<file path="src/rtl/dhd_fifo.sv">
// ----------------------------------------------------------------------------
// dhd_fifo
// small register queue with show-ahead head and occupancy count
// ----------------------------------------------------------------------------
module dhd_fifo #(
    parameter int WIDTH = 8,
    parameter int DEPTH = 4
) (
    input  logic                       i_clk,
    input  logic                       i_rst_n,
    input  logic                       i_push,
    input  logic [WIDTH-1:0]           i_data,
    output logic                       o_full,
    input  logic                       i_pop,
    output logic [WIDTH-1:0]           o_data,
    output logic                       o_empty,
    output logic [$clog2(DEPTH+1)-1:0] o_count
);

    localparam int PtrW = (DEPTH > 1) ? $clog2(DEPTH) : 1;
    localparam int CntW = $clog2(DEPTH+1);

    logic [WIDTH-1:0] r_mem [DEPTH];
    logic [PtrW-1:0]  r_wr_ptr, n_wr_ptr;
    logic [PtrW-1:0]  r_rd_ptr, n_rd_ptr;
    logic [CntW-1:0]  r_count, n_count;
    logic             w_push, w_pop;

    assign o_full  = (r_count == CntW'(DEPTH));
    assign o_empty = (r_count == '0);
    assign o_count = r_count;
    assign o_data  = r_mem[r_rd_ptr];
    assign w_push  = i_push && !o_full;
    assign w_pop   = i_pop && !o_empty;

    always_comb begin
        n_wr_ptr = r_wr_ptr;
        n_rd_ptr = r_rd_ptr;
        n_count  = r_count;
        if (w_push) begin
            n_wr_ptr = (r_wr_ptr == PtrW'(DEPTH-1)) ? '0 : r_wr_ptr + 1'b1;
        end
        if (w_pop) begin
            n_rd_ptr = (r_rd_ptr == PtrW'(DEPTH-1)) ? '0 : r_rd_ptr + 1'b1;
        end
        if (w_push && !w_pop) begin
            n_count = r_count + 1'b1;
        end else if (w_pop && !w_push) begin
            n_count = r_count - 1'b1;
        end
    end

    always_ff @(posedge i_clk) begin
        if (!i_rst_n) begin
            r_wr_ptr <= '0;
            r_rd_ptr <= '0;
            r_count  <= '0;
        end else begin
            r_wr_ptr <= n_wr_ptr;
            r_rd_ptr <= n_rd_ptr;
            r_count  <= n_count;
        end
    end

    always_ff @(posedge i_clk) begin
        if (w_push) begin
            r_mem[r_wr_ptr] <= i_data;
        end
    end

endmodule

</file>
<file path="config.mk">
export PLATFORM = sky130hd
export DESIGN_NAME = dhd_fifo
export DESIGN_NICKNAME = d
export VERILOG_FILES = /design/src/rtl/dhd_fifo.sv
export SDC_FILE = /design/constraint.sdc
export NUM_CORES = 1
export LEC_CHECK = 0
export BUFFER_PORTS_ARGS = -buffer_cell sky130_fd_sc_hd__buf_2
export CAP_MARGIN = 20
export CORE_AREA = 3 3 66 68
export DETAILED_ROUTE_END_ITERATION = 12
export DIE_AREA = 0 0 69 71
export HOLD_SLACK_MARGIN = 0.03
export SLEW_MARGIN = 20
export SYNTH_ARGS = -nofsm -noshare
export SYNTH_HDL_FRONTEND = slang
export SYNTH_SLANG_ARGS = --single-unit
</file>
<file path="constraint.sdc">
create_clock -name i_clk -period 2.6 [get_ports i_clk]
set_clock_uncertainty 0.1 [all_clocks]
set_input_delay 0.26 -clock i_clk [delete_from_list [all_inputs] [get_ports i_clk]]
set_output_delay 0.26 -clock i_clk [all_outputs]
set_load 0.03 [all_outputs]
</file>
==> results.sh <==
export IMPL_place_ws_ps=331.3
export IMPL_hold_path_end="r_mem[0][2]"
export IMPL_postCtsHoldBufs=0
export IMPL_synth_edf_count=32
export IMPL_die_h_um=71
export IMPL_diodes=0
export IMPL_setup_viol=0
export IMPL_grt_pass1_wl_mm=4.181
export IMPL_synthesis_area_um2=1630
export IMPL_clk_path_buf_depth=2
export IMPL_die_area_um2=4899
export IMPL_worst_slack_ps=334.3
export IMPL_cts_root_buf="clkbuf_8"
export IMPL_worstPathArrival_ps=2380
export IMPL_drt_iter0_drc=26
export IMPL_via_count=839
export IMPL_cp_max_fo=6
export IMPL_power_density_nw_per_um2=1024
export IMPL_gp_congestion=0.7410
export IMPL_tns_ps=0
export IMPL_rr_endpoint="o_count[2]"
export IMPL_rsz0062_at_grt="no"
export IMPL_fp_dieW_um=69
export IMPL_yosys_top_cells_count="32 x edfxtp_1, 9 x dfxtp_1, 8 x mux4_2"
export IMPL_grt_pass1_vias=892
export IMPL_cp_slowest_stage_delay_ps=390
export IMPL_layout_nets=141
export IMPL_synth_avg_cell_area_um2=17.53
export IMPL_ys_flop_type="edfxtp_1"
export IMPL_clk_latency_ps=290
export IMPL_syn_nets=112
export IMPL_drtPass1Iterations=4
export IMPL_worstMarginPinSlew_ps=568.9
export IMPL_seq_area_frac_synth_pct=69.99
export IMPL_async_flop_share_pct=0
export IMPL_fin_crit_ps=2266
export IMPL_drv_slew=0
export IMPL_cts_setup_buffers=0
export IMPL_track_usage_pct=11.41
export IMPL_crit_path_top_delay_cell="dfxtp_1"
export IMPL_reg2reg_depth=7
export IMPL_rows=23
export IMPL_cp_end_kind="flip-flop"
export IMPL_io_pins=25
export IMPL_min_from="i_data[2]"
export IMPL_fmax_mhz=441.4
export IMPL_start_util_pct=41.66
export IMPL_core_um2=3914
export IMPL_port_buffers=24
export IMPL_start_kind="flip-flop"
export IMPL_htree_num_levels=2
export IMPL_leakage_uw=0.0007079
export IMPL_fin_util_pct=49.07
export IMPL_required_ps=2720
export IMPL_worst_setup_path_type="flip-flop to flip-flop"
export IMPL_hold_viol=0
export IMPL_synth_top_area_share_pct=58.94
export IMPL_drive_gt1_share_pct=34.15
export IMPL_cp_cell_sequence="o31ai_1, ha_1, inv_1, fa_1, xor2_1, or3_1, a21boi_0"
export IMPL_drv_cap=0
export IMPL_worstHoldPathCells=1
export IMPL_synthCells=93
export IMPL_min_period_over_period_pct=87.14
export IMPL_synthTopCellsByArea="edfxtp_1 59%, dfxtp_1 11%, mux4_2 11%, ha_1 4.6%, and2_1 1.9%"
export IMPL_synth_seq_cells=41
export IMPL_routedWlPerCell_um=15.01
export IMPL_yosysMostFrequentCell="edfxtp_1"
export IMPL_drc=0
export IMPL_ff2ff_setup_slack_ps=330
export IMPL_hpwl_mm=1.844
export IMPL_yosys_area_top_type="edfxtp_1"
export IMPL_cts_tree="done"
export IMPL_wirelength_mm=2.597
export IMPL_syn_to_final_growth_pct=17.80
export IMPL_via_per_inst=4.850
export IMPL_overflow=0
export IMPL_synthDistinctLibCells=23
export IMPL_clk_pin_slew_ps=70
export IMPL_max_slew_margin_rel_pct=62.02
export IMPL_ctsResizeCount=0
export IMPL_status="finished clean"
export IMPL_yosysWarnings=0
export IMPL_min_delay_path_class="primary input to flip-flop"
export IMPL_rr_startpoint="o_count[0]"
export IMPL_cts_buffers=5
export IMPL_ant_nets=0
export IMPL_antenna_found_initial=0
export IMPL_peakVddDrop_mv=0.4360
export IMPL_cts_sinks=41
export IMPL_grt_max_degree=14
[registers in the layout, summed over array words and instances (netlist names), named ones only]
register,count
r_wr_ptr,2
o_count,3
r_rd_ptr,2
r_mem,32
[logic make-up after synthesis]
kind of cell               count (synthesis)  synth area share [%]
DFF                                       41                 69.99
and+or+nand+nor                           20                 6.600
muxes                                     11                 12.89
buffers and inverters                      7                 1.765
adders and majority gates                  7                 5.833
AOI/OAI and AO/OA                          5                 1.842
xor gates and xnor gates                   2                 1.075
[power breakdown]
part / total [uW] / switching [uW] / leakage [uW] / internal [uW]
sequential: 899 / 91.9 / 0.000367 / 807
clock: 486 / 204 / 0.0000518 / 282
combinational: 582 / 340 / 0.000289 / 242
total: 1970 / 636 / 0.000708 / 1330
[area by class of cell]
| class | instances | area [um2] |
|---|---|---|
| fill | 368 | 1993 |
| sequential | 41 | 1141 |
| multi-input combinational | 45 | 460.4 |
| timing repair buffer | 26 | 135.1 |
| clock buffer | 5 | 68.82 |
| tap | 50 | 62.56 |
| clock inverter | 3 | 41.29 |
| inverter | 3 | 11.26 |
[stage by stage]
stage | hold WS (ps) | cells | total power, uW | area (um2)
global placement | 371.1 | 165 | 1484 | 1810
detailed placement | 379.1 | 165 | 1505 | 1810
global route | 75.74 | 173 | 2076 | 1921
floorplan | 258.9 | 93 | 1337 | 1630
finish | 82.07 | 173 | 1967 | 1921
CTS | 68.76 | 173 | 1994 | 1921
[cells in the final DEF, fill, tap and decap left out, drive strengths merged, types with 2 or more instances in the layout]
master	netlist	final
mux4	8	8
o21ai	3	3
mux2i	3	3
nand3	2	2
clkbuf	1	5
nor2b	2	2
dfxtp	9	9
buf	3	26
and2	5	5
inv	3	3
nand2	6	6
ha	6	6
edfxtp	32	32
nor2	2	2
[how the worst max path moves through the flow]
stage	from	endpoint	slack, ps	depth (start not counted)
after floorplan	o_count[2]	o_count[2]	150	9
after CTS	o_count[0]	o_count[2]	320	7
final	o_count[0]	o_count[2]	330	7
after detailed placement	o_count[0]	o_count[2]	330	7
after global placement	o_count[0]	o_count[2]	490	7
after global routing	o_count[0]	o_count[2]	110	7
[critical path: cells and delay by family, from the launching register on]
family / cells / cell delay (ps)
xor gates and xnor gates: 1 / 160
and+or+nand+nor: 1 / 300
AOI/OAI and AO/OA: 2 / 530
DFF: 1 / 390
adders and majority gates: 2 / 650
buffers and inverters: 1 / 60
[routing by layer]
layer | track usage [%] | part of all wire, % | up-vias | routed length [um]
met2 | 18.86 | 50 | 24 | 1302
met4 | 5.857 | 2.2 | 0 | 58
met3 | 4.688 | 6.4 | 7 | 165
met1 | 12.72 | 41 | 403 | 1071
met5 | 0 | 0 | - | 0
li1 | - | - | 405 | -
Power figures use the tool's default switching activity.
