## config.mk

```make
export PLATFORM = sky130hd
export DESIGN_NAME = dhd_front
export DESIGN_NICKNAME = d
export VERILOG_FILES = /design/src/rtl/dhd_pkg.sv /design/src/rtl/dhd_front.sv
export SDC_FILE = /design/constraint.sdc
export NUM_CORES = 1
export LEC_CHECK = 0
export BUFFER_PORTS_ARGS = -buffer_cell sky130_fd_sc_hd__buf_2
export CELL_PAD_IN_SITES_DETAIL_PLACEMENT = 0
export CELL_PAD_IN_SITES_GLOBAL_PLACEMENT = 1
export CORE_UTILIZATION = 24
export DETAILED_ROUTE_END_ITERATION = 8
export GPL_ROUTABILITY_DRIVEN = 0
export GPL_TIMING_DRIVEN = 0
export PLACE_DENSITY_LB_ADDON = 0.1
export RECOVER_POWER = 25
export SYNTH_ARGS = -nofsm -noshare
export SYNTH_HDL_FRONTEND = slang
export SYNTH_SLANG_ARGS = --single-unit
```

## constraint.sdc

```tcl
create_clock -name i_clk -period 4.3 [get_ports i_clk]
set_input_delay 0.86 -clock i_clk [delete_from_list [all_inputs] [get_ports i_clk]]
set_output_delay 0.86 -clock i_clk [all_outputs]
set_load 0.1 [all_outputs]
```

## src/rtl/dhd_pkg.sv

```systemverilog
// ----------------------------------------------------------------------------
// dhd_pkg
// shared types, register map and default constants of the detection decoder
// ----------------------------------------------------------------------------
package dhd_pkg;

    // default geometry and class limit
    localparam int MAX_CLASSES_DEF  = 100;
    localparam int MODEL_WIDTH_DEF  = 640;
    localparam int MODEL_HEIGHT_DEF = 640;

    // queue depths
    localparam int CAND_DEPTH = 4;
    localparam int OUT_DEPTH  = 8;

    // register map, index = paddr[4:2]
    localparam logic [2:0] REG_CLASS_COUNT     = 3'd0;
    localparam logic [2:0] REG_SCORE_THRESHOLD = 3'd1;
    localparam logic [2:0] REG_PAD_LEFT        = 3'd2;
    localparam logic [2:0] REG_PAD_TOP         = 3'd3;
    localparam logic [2:0] REG_INVERSE_SCALE   = 3'd4;
    localparam logic [2:0] REG_FRAME_WIDTH     = 3'd5;
    localparam logic [2:0] REG_FRAME_HEIGHT    = 3'd6;

    // register reset values
    localparam logic [6:0]  RST_CLASS_COUNT     = 7'd8;
    localparam logic [15:0] RST_SCORE_THRESHOLD = 16'd19661;
    localparam logic [10:0] RST_PAD             = 11'd0;
    localparam logic [15:0] RST_INVERSE_SCALE   = 16'd4096;
    localparam logic [11:0] RST_FRAME_SIZE      = 12'd640;

    typedef struct packed {
        logic [6:0]  class_count;
        logic [15:0] score_threshold;
        logic [10:0] pad_left_px;
        logic [10:0] pad_top_px;
        logic [15:0] inverse_scale;
        logic [11:0] frame_width;
        logic [11:0] frame_height;
    } t_cfg;

    // candidate that passed the score test, front to back
    typedef struct packed {
        logic [6:0]         class_idx;
        logic [15:0]        confidence;
        logic signed [15:0] centre_x;
        logic signed [15:0] centre_y;
        logic [14:0]        box_width;
        logic [14:0]        box_height;
    } t_cand;

    // decoded result beat
    typedef struct packed {
        logic [6:0]         class_idx;
        logic [15:0]        confidence;
        logic [11:0]        left_px;
        logic [11:0]        top_px;
        logic [11:0]        width_px;
        logic [11:0]        height_px;
        logic signed [15:0] frame_centre_x;
        logic signed [15:0] frame_centre_y;
    } t_result;

    // back-end status toward the top level
    typedef struct packed {
        logic cand_pop;
        logic s1_valid;
        logic out_push;
    } t_back_stat;

endpackage

```

## src/rtl/dhd_front.sv

```systemverilog
// ----------------------------------------------------------------------------
// dhd_front
// running arg-max over class scores, emits candidates that pass threshold
// ----------------------------------------------------------------------------
module dhd_front #(
    parameter int MAX_CLASSES = dhd_pkg::MAX_CLASSES_DEF
) (
    input  logic                i_clk,
    input  logic                i_rst_n,
    input  dhd_pkg::t_cfg       i_cfg,
    input  logic                i_accept,
    input  logic [15:0]         i_class_score,
    input  logic                i_last_class,
    input  logic signed [15:0]  i_centre_x,
    input  logic signed [15:0]  i_centre_y,
    input  logic [14:0]         i_box_width,
    input  logic [14:0]         i_box_height,
    output logic                o_cand_push,
    output dhd_pkg::t_cand      o_cand
);

    localparam logic [7:0] MaxCls = 8'(MAX_CLASSES);

    logic [15:0] r_best_score, n_best_score;
    logic [6:0]  r_best_index, n_best_index;
    logic        r_have_winner, n_have_winner;
    logic [6:0]  r_class_counter;
    logic        w_compete;

    // a score competes only inside both class limits, strict compare keeps ties
    assign w_compete = (r_class_counter < i_cfg.class_count) &&
                       ({1'b0, r_class_counter} < MaxCls) &&
                       (i_class_score > r_best_score);

    assign n_best_score  = w_compete ? i_class_score : r_best_score;
    assign n_best_index  = w_compete ? r_class_counter : r_best_index;
    assign n_have_winner = r_have_winner || w_compete;

    assign o_cand_push = i_accept && i_last_class && n_have_winner &&
                         (n_best_score >= i_cfg.score_threshold);

    always_comb begin
        o_cand.class_idx  = n_best_index;
        o_cand.confidence = n_best_score;
        o_cand.centre_x   = i_centre_x;
        o_cand.centre_y   = i_centre_y;
        o_cand.box_width  = i_box_width;
        o_cand.box_height = i_box_height;
    end

    always_ff @(posedge i_clk) begin
        if (!i_rst_n) begin
            r_best_score    <= '0;
            r_best_index    <= '0;
            r_have_winner   <= 1'b0;
            r_class_counter <= '0;
        end else if (i_accept) begin
            if (i_last_class) begin
                r_best_score    <= '0;
                r_best_index    <= '0;
                r_have_winner   <= 1'b0;
                r_class_counter <= '0;
            end else begin
                r_best_score  <= n_best_score;
                r_best_index  <= n_best_index;
                r_have_winner <= n_have_winner;
                if (r_class_counter != 7'h7F) begin
                    r_class_counter <= r_class_counter + 1'b1;
                end
            end
        end
    end

endmodule

```

==> impl_results.md <==
- Outcome: finished, violations left
- Failing checks: negative setup slack
- Max Buffers Root-to-Sink: 2
- Max stage delay on crit path: ~0.36 ns
- Setup TNS Final: -0.4905 ns
- Crit. End Element: output pin
- # setup viols final: 1
- Crit-path cells: buf_6, ha_4, nand4_1, nor4_4, o21ai_2, and4_4, nor2_4, buf_12, buf_4, o21ai_4, ha_4, nand3_4, a2111oi_4, a21oi_2, nor4_4, buf_6
- Initial Utilization: about a quarter
- Final wirelength: ~12 mm
- Final period util: 111.4%
- CP max-delay cell: nor4_4
- DR WL met2: around 5.5 mm
- Die X: around 120 microns
- CP startpoint kind: input port
- Total number of vias: around 3,700
- Worst slew margin: between 20% and 30%
- Global route total overflow: 0
- Met3 Wirelength: about 500 microns
- Hold WS: a little under 0.5 ns
- Power per cell area: 294.7 nW/um^2
- Syn nets: between 600 and 700
- Internal power: a little under 800 uW
- Warnings from Yosys: 0
- Post-synth EDFFs: 0
- Post-synthesis register bit count: 31
- Max-cap violations: 0
- First-pass iteration count of the detailed router: 4
- Logic pwr share: roughly 53%
- N_diodes: 0
- Fmax: between 200 and 250 MHz
- Vias in the first global route: about 3,400
- Reg2Reg Depth: 10
- Reg2Reg Setup Slack: between 1.5 and 2 ns
- Clock slew at reported path FFs: roughly 0.060 ns
- DIE AREA: 14,570 sq um
- Count of cell types in the netlist: 41
- Fin area: a little over 5000 sq um
- Num CTS Buffers: 5
- DRT iter0 DRCs: approximately 180
- Critical Path RT: between 3 and 4 ns
- IO buf count: 126
- CTS tree: done
- Io pins: ~250
- WS Path Type: in -> out
- Reg power frac: between 20 and 25%
- CP max FO: 8
- Post-DP HPWL: about 9 mm
- Global-route total usage across every layer: between 10% and 20%
- First-pass GRT wire length: between 15 and 20 mm
- Core Box Area: approximately 14,000 sq um
- Final worst slack: -0.4905 ns
- Reg-to-Reg Start: r_best_score[13]$_SDFFE_PN0P_
- Rows: 43
- Clock sink count: 31
- Final Hold Viols: 0
- Clk_lat worst skew: between 0.2 and 0.3 ns
- Avg Cell Area, Syn: 7.466 sq um
- RR Endpoint: r_best_score[15]$_SDFFE_PN0P_
- Filler cell count: ~1,500
- Net Sw Power: about 720 uW
- Uppermost layer routed: met4
- Layout Nets: a little over 800
- Drt via density: 4.672
- Pin count of the biggest net entering global routing: 12
- Met1 wire length: between 5 and 6 mm
- Fraction of layout cells with a size suffix above 1: 42.05%
- RSZ-0062 raised after global routing: true
- DRT antenna net count: 0
- Commonest non-fill, non-tap cell in the layout: buf_2
- Hold Startpoint: r_have_winner$_SDFFE_PN0P_
- Switching Share: a little under half
- H-tree Lvls: 2
- Routed wire length per instance: roughly 15 microns
- Leak Pwr: 0.002270 uW
- Min cycle time layout: around 4.8 ns
- Worst Hold Depth: 2
- Clock network power share: between 20 and 30%
- Most frequent cells in the layout: buf_2, buf_4, inv_1
- Cell area after synthesis: between 3000 and 4000 sq um
- Critical Path AT: between 3 and 4 ns
- Worst Skew: ~0.0087 ns
- DRC: 0
- Top_reg_cell synth: dfxtp_1
- Peak VDD IR: ~0.00015 V
- Area growth, synth to finish: 51.72%
- Ys async rst share: 0%
- Seq/Total Area, Yosys: 18.35%
- Worst-Margin Slew: 1.162 ns
- Root Driver: clkbuf_16
- Area after DPL: ~4500 sq um
- Die height: approximately 120 microns
- Cells after Synth: 453
- WHS Endpoint: r_have_winner$_SDFFE_PN0P_
- Worst hold path type: reg -> reg
- Final Max Slew Viols: 0
- Antenna violations before repair: 0
-- how the worst max path moves through the flow --
stage,start,cells after the start,endpoint
after CTS,i_class_score[14],19,o_cand_push
after floorplan,i_cfg[83],14,o_cand_push
final,i_class_score[15],16,o_cand_push
after detailed placement,i_class_score[11],17,o_cand_push
after global routing,i_class_score[15],18,o_cand_push
after global placement,i_class_score[11],17,o_cand_push
-- state kept, by name, summed over array words and instances (netlist names) --
name / count
r_best_index: 7
r_best_score: 16
r_have_winner: 1
r_class_counter: 7
-- cells by family (layout without fill, tap and decap cells) --
logic type	count (synthesis)	after routing	synth area share (%)
fa+ha+maj	39	39	14.43
compound gates	90	90	16.91
simple gates	155	155	25.68
flops	31	31	18.35
buf+inv	131	282	22.31
mux	7	7	2.331
-- cell usage after synthesis, drive strengths merged (6+ instances only) --
master,number,share of area (%)
buf,71,16
inv,41,4.6
nand3,40,5.9
ha,39,14
nand2,35,3.9
dfxtp,31,18
o21ai,27,4.0
nand3b,22,4.9
o211ai,20,4.4
or4,20,4.4
clkbuf,19,2.1
a21oi,18,2.7
nor2,13,1.5
mux2,7,2.3
a21o,6,1.3
-- power by group through the flow --
stage	sequential, uW	combinational [uW]	clock, uW
2_1_floorplan	307	596	0
3_3_place_gp	309	721	0
3_5_place_dp	309	723	0
4_1_cts	303	799	422
5_1_grt	304	843	432
6_report	303	797	412
-- layer usage --
metal | GRT usage (%) | up-vias
li1 | - | 1849
met1 | 21.88 | 1706
met2 | 26.11 | 102
met3 | 2.170 | 6
met4 | 3.549 | 0
met5 | 0 | -
-- through the flow --
step	setup slack, ns	cells	util [%]	total power, uW
after floorplan	-1.163	453	-	903.2
after global placement	-1.512	759	32.37	1030
after detailed placement	-1.532	759	32.37	1032
after CTS	-0.5438	784	37.10	1525
after global routing	-0.6923	784	37.11	1579
final	-0.4905	784	37.11	1512
-- critical path, delay by kind of cell --
family / cells / cell delay [ns]
fa+ha+maj: 2 / 0.54
simple gates: 6 / 1.19
buf+inv: 4 / 0.67
compound gates: 4 / 0.65
-- what timing repair did --
item	CTS	global route
pin swaps	25	3
endpoints found under the setup margin	19	11
hold buffers	0	0
resized for setup	58	18
buffers inserted	18	0
-- layout make-up --
| class | instances | area, sq um | area share [%] |
|---|---|---|---|
| Clock inverter | 3 | 43.79 | 0.8535 |
| Tap cell | 180 | 225.2 | 4.389 |
| Buffer | 89 | 663.1 | 12.92 |
| Timing Repair Buffer | 144 | 825.8 | 16.09 |
| Multi-Input combinational cell | 291 | 2474 | 48.21 |
| Clock buffer | 5 | 125.1 | 2.438 |
| Sequential cell | 31 | 620.6 | 12.09 |
| Inverter | 41 | 153.9 | 2.999 |
No activity file was read; power rests on OpenSTA's default activity.
